**src/sv/pep_pkg.sv**
```systemverilog
`timescale 1ns / 1ps
// ----------------------------------------------------------------------------
// pep_pkg
// Shared types, constants and helpers of the postfix evaluator.
// ----------------------------------------------------------------------------
package pep_pkg;

  localparam int STACK_DEPTH  = 32;
  localparam int NUM_VARS     = 8;
  localparam int CORDIC_STEPS = 16;
  localparam int FRONT_DEPTH  = 2;
  localparam int OUTQ_DEPTH   = 2;

  localparam int SP_W   = $clog2(STACK_DEPTH + 1);
  localparam int ADDR_W = $clog2(STACK_DEPTH);
  localparam int VAR_IW = (NUM_VARS > 1) ? $clog2(NUM_VARS) : 1;
  localparam int FQ_PW  = $clog2(FRONT_DEPTH);
  localparam int FQ_CW  = $clog2(FRONT_DEPTH + 1);
  localparam int OQ_PW  = $clog2(OUTQ_DEPTH);
  localparam int OQ_CW  = $clog2(OUTQ_DEPTH + 1);

  localparam int XW = 34;  // CORDIC x/y, Q8.24 plus headroom
  localparam int ZW = 30;  // CORDIC angle, Q6.24
  localparam int MW = 40;  // angle magnitude before reduction
  localparam int RED_STEPS = 13;

  localparam logic signed [31:0] Q_ONE = 32'sd65536;
  localparam logic [MW-1:0] TWO_PI_Q24 = 40'd105414357;
  localparam logic signed [ZW-1:0] PI_Q24 = 30'sd52707179;
  localparam logic signed [ZW-1:0] HALF_PI_Q24 = 30'sd26353589;
  localparam logic signed [XW-1:0] GAIN_Q24 = 34'sd10188014;
  localparam logic [MW-1:0] RED_TOP = TWO_PI_Q24 << (RED_STEPS - 1);

  typedef enum logic [3:0] {
    OP_ADD = 4'd0, OP_SUB = 4'd1, OP_MUL = 4'd2, OP_DIV = 4'd3,
    OP_SQRT = 4'd4, OP_SIN = 4'd5, OP_COS = 4'd6, OP_CONST = 4'd7,
    OP_VAR = 4'd8, OP_SETVAR = 4'd9
  } opcode_t;

  typedef enum logic [2:0] {
    CL_BIN, CL_UNA, CL_PUSHC, CL_PUSHV, CL_SETV, CL_BAD
  } cls_t;

  typedef enum logic [2:0] {
    AOP_ADD, AOP_SUB, AOP_MUL, AOP_DIV, AOP_SQRT, AOP_SIN, AOP_COS
  } alu_op_t;

  typedef enum logic [3:0] {
    AL_IDLE, AL_MUL, AL_DIV, AL_QFIN, AL_SQRT, AL_RED, AL_FOLD, AL_CORD,
    AL_TFIN, AL_DONE
  } alu_state_t;

  typedef enum logic [3:0] {
    B_IDLE, B_DEC, B_RDA, B_RDB, B_EXEC, B_WAIT, B_LAST, B_LRD, B_EMIT
  } back_state_t;

  typedef struct packed {
    cls_t               cls;
    alu_op_t            aop;
    logic signed [31:0] operand;
    logic [2:0]         idx;
    logic signed [31:0] target;
    logic               last;
  } tok_t;

  typedef struct packed {
    logic signed [31:0] value;
    logic [30:0]        abs_err;
    logic               err;
  } res_t;

  function automatic logic signed [31:0] sat32(input logic signed [63:0] v);
    if (v > 64'sd2147483647) sat32 = 32'sh7fffffff;
    else if (v < -64'sd2147483648) sat32 = 32'sh80000000;
    else sat32 = v[31:0];
  endfunction

  // atan(2^-i) in Q6.24
  function automatic logic signed [ZW-1:0] atan_q24(input logic [5:0] i);
    logic [ZW-1:0] one;
    one = ZW'(1);
    case (i)
      6'd0: atan_q24 = 30'sd13176795;
      6'd1: atan_q24 = 30'sd7778716;
      6'd2: atan_q24 = 30'sd4110060;
      6'd3: atan_q24 = 30'sd2086331;
      6'd4: atan_q24 = 30'sd1047214;
      6'd5: atan_q24 = 30'sd524117;
      6'd6: atan_q24 = 30'sd262123;
      6'd7: atan_q24 = 30'sd131069;
      default: begin
        if (i <= 6'd24) atan_q24 = signed'(one << (6'd24 - i));
        else atan_q24 = '0;
      end
    endcase
  endfunction

endpackage

```
**src/sv/pep_front.sv**
```systemverilog
`timescale 1ns / 1ps
// ----------------------------------------------------------------------------
// pep_front
// Token intake: decodes each opcode into a class and queues the token.
// ----------------------------------------------------------------------------
module pep_front
  import pep_pkg::*;
(
  input  logic               clk,
  input  logic               rst_n,
  input  logic [3:0]         in_opcode,
  input  logic signed [31:0] in_operand_value,
  input  logic [2:0]         in_var_index,
  input  logic signed [31:0] in_target_value,
  input  logic               in_last_token,
  input  logic               in_push,
  output logic               in_full,
  output logic               tok_valid,
  output tok_t               tok,
  input  logic               tok_pop
);

  tok_t             q_r [FRONT_DEPTH];
  logic [FQ_PW-1:0] wp_r, rp_r;
  logic [FQ_CW-1:0] cnt_r;
  tok_t             dec;
  logic             wr, rd;

  always_comb begin
    dec.operand = in_operand_value;
    dec.idx     = in_var_index;
    dec.target  = in_target_value;
    dec.last    = in_last_token;
    dec.aop     = AOP_ADD;
    unique case (in_opcode) inside
      OP_ADD:    begin dec.cls = CL_BIN; dec.aop = AOP_ADD;  end
      OP_SUB:    begin dec.cls = CL_BIN; dec.aop = AOP_SUB;  end
      OP_MUL:    begin dec.cls = CL_BIN; dec.aop = AOP_MUL;  end
      OP_DIV:    begin dec.cls = CL_BIN; dec.aop = AOP_DIV;  end
      OP_SQRT:   begin dec.cls = CL_UNA; dec.aop = AOP_SQRT; end
      OP_SIN:    begin dec.cls = CL_UNA; dec.aop = AOP_SIN;  end
      OP_COS:    begin dec.cls = CL_UNA; dec.aop = AOP_COS;  end
      OP_CONST:  dec.cls = CL_PUSHC;
      OP_VAR:    dec.cls = CL_PUSHV;
      OP_SETVAR: dec.cls = CL_SETV;
      default:   dec.cls = CL_BAD;
    endcase
  end

  assign in_full   = (cnt_r == FQ_CW'(FRONT_DEPTH));
  assign tok_valid = (cnt_r != '0);
  assign tok       = q_r[rp_r];
  assign wr        = in_push && !in_full;
  assign rd        = tok_pop && tok_valid;

  always_ff @(posedge clk) begin
    if (!rst_n) begin
      wp_r  <= '0;
      rp_r  <= '0;
      cnt_r <= '0;
    end else begin
      if (wr) wp_r <= wp_r + 1'b1;
      if (rd) rp_r <= rp_r + 1'b1;
      cnt_r <= cnt_r + FQ_CW'(wr) - FQ_CW'(rd);
    end
  end

  always_ff @(posedge clk) begin
    if (wr) q_r[wp_r] <= dec;
  end

endmodule

```
**config.mk**
```make
export PLATFORM = sky130hd
export DESIGN_NAME = pep_front
export DESIGN_NICKNAME = d
export VERILOG_FILES = /design/src/sv/pep_pkg.sv /design/src/sv/pep_front.sv
export SDC_FILE = /design/constraint.sdc
export NUM_CORES = 1
export LEC_CHECK = 0
export ABC_CLOCK_PERIOD_IN_PS = 4800
export BUFFER_PORTS_ARGS = -buffer_cell sky130_fd_sc_hd__clkbuf_2
export CAP_MARGIN = 10
export CORE_ASPECT_RATIO = 1.75
export CORE_UTILIZATION = 47
export DETAILED_ROUTE_END_ITERATION = 7
export GPL_TIMING_DRIVEN = 0
export PLACE_DENSITY = 0.84
export SYNTH_ARGS = -nofsm -noshare
export SYNTH_HDL_FRONTEND = slang
export SYNTH_SLANG_ARGS = --single-unit
```
**constraint.sdc**
```tcl
create_clock -name clk -period 4.8 [get_ports clk]
set_clock_uncertainty 0.1 [all_clocks]
set_input_delay 0.96 -clock clk [delete_from_list [all_inputs] [get_ports clk]]
set_output_delay 0.96 -clock clk [all_outputs]
set_load 0.005 [all_outputs]
```
==> metrics, run 1 <==
worst hold path class register to register; Mapped Cells 270; CP top delay family buffers and inverters; initial antenna violation count 0; most common flop cell mapped by yosys edfxtp_1; DIE WIDTH 86.65 um; P_leak approximately 3.0 nW; maximum clock path buffer count 2; combinational share of power between 20% and 30%; Yosys cell types 24; Row Count 53; vias in the first global route 3,217; Simple-Gate Fraction of Synth Area 1.529%; clk_lat worst skew a little over 400 ps; clock-pin slew of the registers on the worst-case setup and hold paths 60 ps; most frequent cells after synthesis edfxtp_1, mux2_4, mux2_2; Worst-Margin Slew 710.0 ps; Iter 0 DRT Violations 90; share of cells above drive strength 1 58.77%; Synth Area in Adders less than 1%; Synth top area share 75.41%; Area contributors post-synth edfxtp_1, mux2_4, mux2_2; nets@finish 521; crit-path max FO 10; port bufs around 150; Fillers 902; Crit. End Element output pin; DR vias a little over 3,000; Pre-antenna DRT Iters 4; DP HPWL 7406 um; antenna cells 0; Slew Viols, Final 0; Sum Neg Setup Slack 0 ps; Largest stage delay, worst path roughly 340 ps; Congestion Overflow GR 0; io pins 152; RSZ-0062 raised after global routing no; routability cong. between 0.6 and 0.7; Final ANT Viol Nets 0; critical path required time about 3700 ps; max_slew headroom 52.55%; slowest CP cell dfxtp_1; initial core utilization 48.56%; VDD IR max 338.7 uV; die area about 0.013 mm2; Vert. Die Dim roughly 150 um; final worst path period need 2638 ps; critical-path cell list buf_6, buf_6, mux2_4, clkbuf_2; Post-synth EDFFs 148; Clk Tree Root Cell clkbuf_16; FF+latch area between 0.004 and 0.005 mm2; Avg Cell Area, Syn 21.83 um2; pin count of the biggest net entering global routing 59; main combinational cell family by area after synthesis multiplexers; Synth Cell Area a little under 0.006 mm2; CTS tree done; NetSw 1.079 mW; sum of buffers and inverters on the critical path 3; Compound-Gate Fraction of Synth Area less than 1%; sw frac 25.79%; # Post-CTS Setup Buffers 0; post-synthesis mux area share between 10% and 20%; power share of the sequential group 42.7%; Post-synth ARST share 0%; H-Tree Depth 4; most frequent CP cell buf_6; max_cap viols 0; most common cell in the synthesized netlist edfxtp_1; Seq/Total Area, Yosys 77.11%; final count of hold timing violations 0; CTS resizes 0; core area 0.01214 mm2; Final setup viols 0; area delta synth->final 27.58%; Synth Register Bits 153; dominant cell type by area after synthesis edfxtp_1; Mapped Nets 348; Clock power frac 30.6%; final critical-path share of the clock period between 50% and 60%; status finished clean; overall routing resource usage 17.01%; clk sink count 153; critical path class register to output pin; number of remaining DRC errors 0; Hold Slack ~440 ps; number of warnings issued by yosys 0; CTS Hold Bufs 0; P_int approximately 3.1 mW; footprint of the multi-input gates 0.001259 mm2; Avg WL per Cell between 15 and 20 um; Max Clock Freq 379.1 MHz; pwr/cell area 556.5 mW/mm2; vias per cell 4.876; crit start category register; post-synthesis xor/xnor area fraction 0.2972%; Post-Route WL roughly 11,000 um; Worst Path Arrival around 1600 ps; first-pass GRT wire length 15,880 um; total CTS buffers 17
[through the flow]
stage	utilization, %	power (mW)	setup WS [ps]	instance area, um2	instances
final	61.95	4.184	2162	7518	621
after CTS	61.95	4.220	2137	7518	621
after global placement	56.49	2.892	-1541	6855	586
after global routing	61.95	4.355	2110	7518	621
after floorplan	-	2.512	50.33	5893	270
after detailed placement	57.21	2.947	2059	6943	589
[power groups by stage]
stage | sequential, mW | clock (mW) | combinational [mW]
4_1_cts | 1.79 | 1.30 | 1.13
2_1_floorplan | 1.81 | 0 | 0.700
6_report | 1.79 | 1.28 | 1.12
5_1_grt | 1.80 | 1.35 | 1.20
3_3_place_gp | 1.83 | 0 | 1.06
3_5_place_dp | 1.81 | 0 | 1.13
[kinds of logic after synthesis]
family                   after synthesis
multiplexers                          75
flip-flops                           153
AND/OR/NAND/NOR                       18
buffers and inverters                 13
XOR/XNOR                               2
adder cells (fa/ha/maj)                2
AO/OA/AOI/OAI                          7
[registers in the layout, indices dropped and copies added, names as in the netlist, named ones only]
| name | count |
|---|---|
| wp_r | 1 |
| rp_r | 1 |
| q_r | 148 |
| cnt_r | 2 |
[routing by layer]
layer  track usage, %  vias to the layer above  wire [um]
met4            9.250                        0        332
met5                0                        -          0
met1            17.47                     1494       3806
met3            4.825                       20        518
li1                 -                     1409          -
met2            30.67                      105       5892
[worst reg2reg max path: cells and delay by family, from the launching register on]
kind / cells / cell delay, ps
AND/OR/NAND/NOR: 3 / 920
buffers and inverters: 2 / 530
flip-flops: 1 / 370
[cells in the final DEF (no fill, tap or decap), types with 3 or more instances in the layout]
master       n
inv_1        5
nand2_1      3
nor2_1       4
inv_6        4
mux2_2      14
buf_6        7
nand2b_1     3
clkbuf_2   151
clkbuf_16   17
dfxtp_1      5
edfxtp_1   148
clkinv_4     3
mux2_4      60
[area by class of cell]
class | count | share of cell area [%]
Timing Repair Buffer | 154 | 11.05
Buffer | 8 | 1.115
Multi-Input combinational cell | 104 | 16.74
Inverter | 5 | 0.2496
Clock buffer | 18 | 5.708
Clock inverter | 14 | 1.947
Sequential cell | 153 | 60.44
Tap cell | 165 | 2.746
[final timing paths]
path / from / endpoint / slack [ps] / depth (start not counted)
worst max-delay path: register / tok[39] / 2160 / 4
worst max register to register: cnt_r[0] / q_r[0][15] / 2570 / 5
worst min-delay path: rp_r / register / 440 / 2
worst min register to register: rp_r / register / 440 / 2
Note: power is estimated with default switching activity, not from simulation.
==> inputs of run 2 (changes only) <==
--- a/config.mk
+++ b/config.mk
@@ -5,7 +5,7 @@
 export SDC_FILE = /design/constraint.sdc
 export NUM_CORES = 1
 export LEC_CHECK = 0
-export ABC_CLOCK_PERIOD_IN_PS = 4800
+export ABC_CLOCK_PERIOD_IN_PS = 2180
 export BUFFER_PORTS_ARGS = -buffer_cell sky130_fd_sc_hd__clkbuf_2
 export CAP_MARGIN = 10
 export CORE_ASPECT_RATIO = 1.75
==> constraint.sdc (replaced) <==
create_clock -name clk -period 2.18 [get_ports clk]
set_clock_uncertainty 0.1 [all_clocks]
set_input_delay 0.436 -clock clk [delete_from_list [all_inputs] [get_ports clk]]
set_output_delay 0.436 -clock clk [all_outputs]
set_load 0.005 [all_outputs]
==> run 2 against run 1 <==
  * Routed wire length fell by 1.8%
  * Clock power rose by 110%
  * Non-clock buffer count did not move
  * Final area fell by 0.23%
  * Hold slack got worse by 330 ps
  * Core utilization fell by 0.14 points
  * Register-to-register slack got worse by 2300 ps
  * Sequential share of layout area rose by 0.16 points
  * Critical path type unchanged
  * Highest routed layer unchanged
==> metrics, run 2 (synthesis gave the netlist of run 1 again) <==
status finished clean; vias in the first global route 3,273 (+1.7%); critical path class register to output pin; DR vias 3,007 (-0.69%); maximum clock path buffer count 2 (unchanged); # Post-CTS Setup Buffers 0 (unchanged); first-pass GRT wire length 15,270 um (-3.9%); number of remaining DRC errors 0 (unchanged); max reg flops 148 (unchanged); DIE WIDTH 86.65 um (unchanged); RSZ-0062 raised after global routing no; Fillers 912 (+1.1%); Crit Reg-Reg Endpoint q_r[0][14]; CTS Hold Bufs 0 (unchanged); Congestion Overflow GR 0 (unchanged); Final setup viols 0 (unchanged); vias per cell 4.842 (-0.69%); port bufs 151 (unchanged); Final ANT Viol Nets 0 (unchanged); most common cell after layout, fill and taps aside clkbuf_2; io pins 152 (unchanged); crit-path max FO 10 (unchanged); DP HPWL 7393 um (-0.18%); total CTS buffers 17 (unchanged); clk_lat worst skew 410 ps (about the same); final worst path period need 2104 ps; final count of hold timing violations 0 (unchanged); max_slew headroom 56.26% (+3.7 points); R2R Setup Slk 320 ps (-2250 ps); Hold Slack 114.4 ps (-325.2 ps); met3 wire length 488 um (-5.8%); area delta synth->final 27.28%; Worst Path Arrival 1570 ps (about the same); design area 0.007501 mm2 (-0.23%); Avg WL per Cell 16.69 um (-1.8%); H-Tree Depth 4 (unchanged); Worst-Margin Slew 654.6 ps (-55.40 ps); routability cong. 0.6861 (+1.6%); CTS tree done; Top reg by flops q_r; Slew Viols, Final 0 (unchanged); top sig layer met4; cell area after placement 0.006947 mm2 (about the same); Post-Route WL 10,360 um (-1.8%); top flop regs q_r x148, cnt_r x2; crit start category register; share of cells above drive strength 1 59.43% (+0.66 points); VDD IR max 1051 uV (+210%); pwr/cell area 1212 mW/mm2 (+120%); initial core utilization 48.56% (unchanged); Power Total 9.089 mW (+120%); P_leak 2.996 nW (-0.51%); HP Start in_operand_value[21]; Max Clock Freq 475.4 MHz; core area 0.01214 mm2 (unchanged); Pre-antenna DRT Iters 4 (unchanged); overall routing resource usage 16.33% (-0.68 points); Reg-to-Reg Start cnt_r[0]; DRT met1 WL 3571 um (-6.2%); clock-pin slew of the registers on the worst-case setup and hold paths 60 ps (about the same); Clk Tree Root Cell clkbuf_16; Worst Hold End q_r[1][57]; commonest non-fill, non-tap cells in the layout clkbuf_2, edfxtp_1, mux2_4; nets@finish 521 (unchanged); die area 0.01301 mm2 (unchanged); R2R cell count 4 (-1); PnR worst setup slack 76.35 ps (-2086 ps); critical path required time 1640 ps (-2100 ps); Vert. Die Dim 150.1 um (unchanged); Row Count 53 (unchanged); hold depth 1 (-1); metal2 WL 6078 um (+3.2%); pin count of the biggest net entering global routing 41 (-31%); Iter 0 DRT Violations 87 (-3.3%); Crit. End Element output pin; max_cap viols 0 (unchanged); antenna cells 0 (unchanged); final critical-path share of the clock period 96.50%; clk sink count 153 (unchanged); initial antenna violation count 0 (unchanged); worst hold path class primary input to register; pre-CTS setup slack 237.0 ps (-1822 ps)
run 2: area by class of cell:
type | instances | area (um2) | area share, %
Buffer | 8 | 87.58 | 1.168
Clock buffer | 17 | 425.4 | 5.671
Clock inverter | 15 | 125.1 | 1.668
Inverter | 5 | 18.77 | 0.2502
Multi-Input combinational cell | 104 | 1269 | 16.91
Sequential cell | 153 | 4546 | 60.60
Tap cell | 165 | 206.4 | 2.752
Timing Repair Buffer | 154 | 823.3 | 10.98
run 2: timing repair:
| item | in CTS | in global routing |
|---|---|---|
| endpoints found under the hold margin | 0 | 0 |
| setup endpoints to repair | 0 | 1 |
| resized for setup | 0 | 1 |
run 2: power by group:
part	internal [mW]	switching (mW)	total (mW)
clock network	1.57	1.12	2.69
logic	1.36	1.10	2.46
registers	3.79	0.143	3.94
run 2: worst max-delay path: stages (launching register included):
cell	delay, ps
dfxtp_1	340
buf_6	180
buf_6	200
mux2_4	310
clkbuf_2	120
run 2: per-layer routing:
metal  track usage, %  vias to the layer above
li1                 -                     1406
met1            14.90                     1488
met2            31.83                       98
met3            4.715                       15
met4            7.917                        0
met5                0                        -
run 2: worst max-delay path by stage:
| stage | from | to | cells past startpoint |
|---|---|---|---|
| finish | register | tok[9] | 4 |
| global route | register | tok[8] | 4 |
| CTS | register | tok[32] | 4 |
| detailed placement | in_push | q_r[0][19] | 4 |
| global placement | in_push | q_r[0][19] | 3 |
| floorplan | cnt_r[0] | q_r[0][0] | 3 |
run 2: per-stage QoR:
stage                     utilization (%)  setup TNS (ps)  std cells
final                               61.81               0        621
after global routing                61.81               0        621
after detailed placement            57.24               0        589
after CTS                           61.78               0        621
after floorplan                         -               0        270
after global placement              56.66          -61800        586
==> inputs of run 3 (changes only) <==
--- a/config.mk
+++ b/config.mk
@@ -5,6 +5,7 @@
 export SDC_FILE = /design/constraint.sdc
 export NUM_CORES = 1
 export LEC_CHECK = 0
+export ABC_AREA = 1
 export ABC_CLOCK_PERIOD_IN_PS = 2180
 export BUFFER_PORTS_ARGS = -buffer_cell sky130_fd_sc_hd__clkbuf_2
 export CAP_MARGIN = 10
==> run 3 against run 2 <==
  * Total power decreased by 2.7%
  * Global-route usage up 0.23 points
  * Register-to-register slack better by 30 ps
  * Synthesized area rose by 0.23%
  * Via count is 1.7% higher
  * Cell count rose by 2.3%
  * Synthesized cell count increased by 4.8%
  * Die area increased by 0.23%
  * Critical path type unchanged
  * Critical endpoint is now tok[25]
  * Largest cell class unchanged
==> metrics, run 3 <==
critical path required time 1640 ps (about the same); Fillers 879 (-3.6%); vias per cell 4.816 (-0.55%); Clk Tree Root Cell clkbuf_16; overall routing resource usage 16.57% (+0.23 points); final critical-path share of the clock period 97.19% (+0.70 points); pwr/cell area 1171 mW/mm2 (-3.4%); vias in the first global route 3,194 (-2.4%); CTS tree done; Sum Neg Setup Slack 0 ps (unchanged); total CTS buffers 17 (unchanged); RSZ-0062 raised after global routing yes; Synth top area share 75.24% (-0.18 points); Congestion Overflow GR 0 (unchanged); antenna cells 0 (unchanged); Iter 0 DRT Violations 94 (+8.0%); Mapped Nets 361 (+3.7%); crit start category register; most common flop cell mapped by yosys edfxtp_1; Power Total 8.847 mW (-2.7%); commonest non-fill, non-tap cells in the layout clkbuf_2, edfxtp_1, mux2_4; DIE WIDTH 86.75 um (+0.12%); Avg WL per Cell 16.57 um (-0.69%); share of cells above drive strength 1 57.23% (-2.2 points); Row Count 53 (unchanged); Max Clock Freq 472.0 MHz (-0.72%); clk_lat worst skew 410 ps (about the same); PnR worst setup slack 61.16 ps (-15.19 ps); worst hold path class primary input to register; top flop regs q_r x148, cnt_r x2; Yosys cell types 16 (-33%); R2R cell count 5 (+1); Worst Path Arrival 1580 ps (about the same); DR vias 3,058 (+1.7%); area delta synth->final 27.92%; routability cong. 0.7353 (+7.2%); port bufs 151 (unchanged); initial antenna violation count 0 (unchanged); Crit. End Element output pin; Slew Viols, Final 0 (unchanged); most common cell after layout, fill and taps aside clkbuf_2; clk sink count 153 (unchanged); VDD IR max 802.2 uV (-24%); max reg flops 148 (unchanged); Pre-antenna DRT Iters 4 (unchanged); CTS resizes 0 (unchanged); initial core utilization 48.68% (+0.11 points); pre-CTS setup slack 281.3 ps (+44.30 ps); CTS Hold Bufs 0 (unchanged); Synth Register Bits 153 (unchanged); final worst path period need 2119 ps (+15.19 ps); Synth Cell Area 0.005907 mm2 (+0.23%); Post-Route WL 10,520 um (+1.5%); crit-path max FO 10 (unchanged); clock-pin slew of the registers on the worst-case setup and hold paths 60 ps (about the same); Crit Reg-Reg Endpoint q_r[1][66]; Vert. Die Dim 150.3 um (+0.11%); maximum clock path buffer count 2 (unchanged); most frequent cells after synthesis edfxtp_1, mux2_4, inv_1, mux2_2, nand2_1; P_leak 3.046 nW (+1.7%); status finished clean; first-pass GRT wire length 15,480 um (+1.4%); io pins 152 (unchanged); cell area after placement 0.006965 mm2 (+0.27%); number of remaining DRC errors 0 (unchanged); core area 0.01214 mm2 (unchanged); Final setup viols 0 (unchanged); critical path class register to output pin; die area 0.01304 mm2 (+0.23%); final count of hold timing violations 0 (unchanged); dominant cell type by area after synthesis edfxtp_1; R2R Setup Slk 350 ps (+30 ps); DP HPWL 7637 um (+3.3%); design area 0.007556 mm2 (+0.73%); # Post-CTS Setup Buffers 0 (unchanged); fin cells 635 (+2.3%); Avg Cell Area, Syn 20.87 um2 (-4.4%); Post-synth ARST share 0% (unchanged); Final ANT Viol Nets 0 (unchanged); Area contributors post-synth edfxtp_1, mux2_4, mux2_2; max_cap viols 0 (unchanged); Mapped Cells 283 (+4.8%); Post-synth EDFFs 148 (unchanged); most common cell in the synthesized netlist edfxtp_1; H-Tree Depth 4 (unchanged); nets@finish 535 (+2.7%); CP Capture Point tok[25]; Seq/Total Area, Yosys 76.93% (-0.18 points); Reg-to-Reg Start cnt_r[0]; Placed Cells 603 (+2.4%); max_slew headroom 60.94% (+4.7 points); pin count of the biggest net entering global routing 31 (-24%); number of warnings issued by yosys 0 (unchanged); Worst-Margin Slew 584.5 ps (-70.12 ps); Top reg by flops q_r
-- run 3: cell count changes in the layout (fill, tap and decap cells not counted), sizes merged, moves of 2 or more --
cell	previous run	this run
and2	2	0
nand2	3	11
nor3	2	0
nand3	0	3
bufinv	1	3
clkbuf	168	171
nor2	5	9
inv	9	14
o21ai	1	3
nand2b	3	0
-- run 3: final cells by class --
cell class | instances | area, um2 | area share [%]
buffer | 8 | 87.58 | 1.159
clock buffer | 20 | 436.7 | 5.779
clock inverter | 12 | 150.1 | 1.987
inverter | 14 | 56.30 | 0.7452
multi-input combinational | 108 | 1239 | 16.39
sequential | 153 | 4544 | 60.14
tap | 165 | 206.4 | 2.732
timing repair buffer | 155 | 835.8 | 11.06
-- run 3: stage by stage --
stage,hold WS [ps],utilization (%)
detailed placement,409.4,57.40
global placement,386.7,56.74
finish,113.5,62.26
global route,103.5,62.26
floorplan,367.5,-
CTS,100.7,62.23
-- run 3: worst max-delay path, stage by stage (launching register included) --
cell,delay [ps]
dfxtp_1,340
buf_6,190
buf_6,200
mux2_4,320
clkbuf_2,120
-- run 3: logic make-up after synthesis --
group	after synthesis	share of synthesized area, %
AOI/OAI and AO/OA	8	0.7837
adders and majority gates	2	0.4236
buffers and inverters	22	2.309
DFF	153	76.93
muxes	74	17.92
and+or+nand+nor	24	1.631
-- run 3: per-layer routing --
layer	wire length (um)	up-vias	track usage [%]
li1	-	1440	-
met1	3808	1495	16.55
met2	5898	101	30.08
met3	447	22	4.331
met4	368	0	10.17
met5	0	-	0
-- run 3: worst min-delay path by stage --
stage | start | cells past startpoint | to | slack (ps)
floorplan | rp_r | 2 | register | 370
global placement | rp_r | 2 | rp_r | 390
detailed placement | rp_r | 2 | rp_r | 410
CTS | in_operand_value[21] | 1 | q_r[1][57] | 100
global route | in_operand_value[21] | 1 | q_r[0][57] | 100
finish | in_operand_value[21] | 1 | q_r[1][57] | 110
-- run 3: power breakdown --
group / total [mW] / switching (mW) / internal, mW / leakage (nW)
Combinational: 2.12 / 0.983 / 1.14 / 1.34
Sequential: 3.85 / 0.116 / 3.73 / 1.43
Clock: 2.87 / 1.08 / 1.80 / 0.282
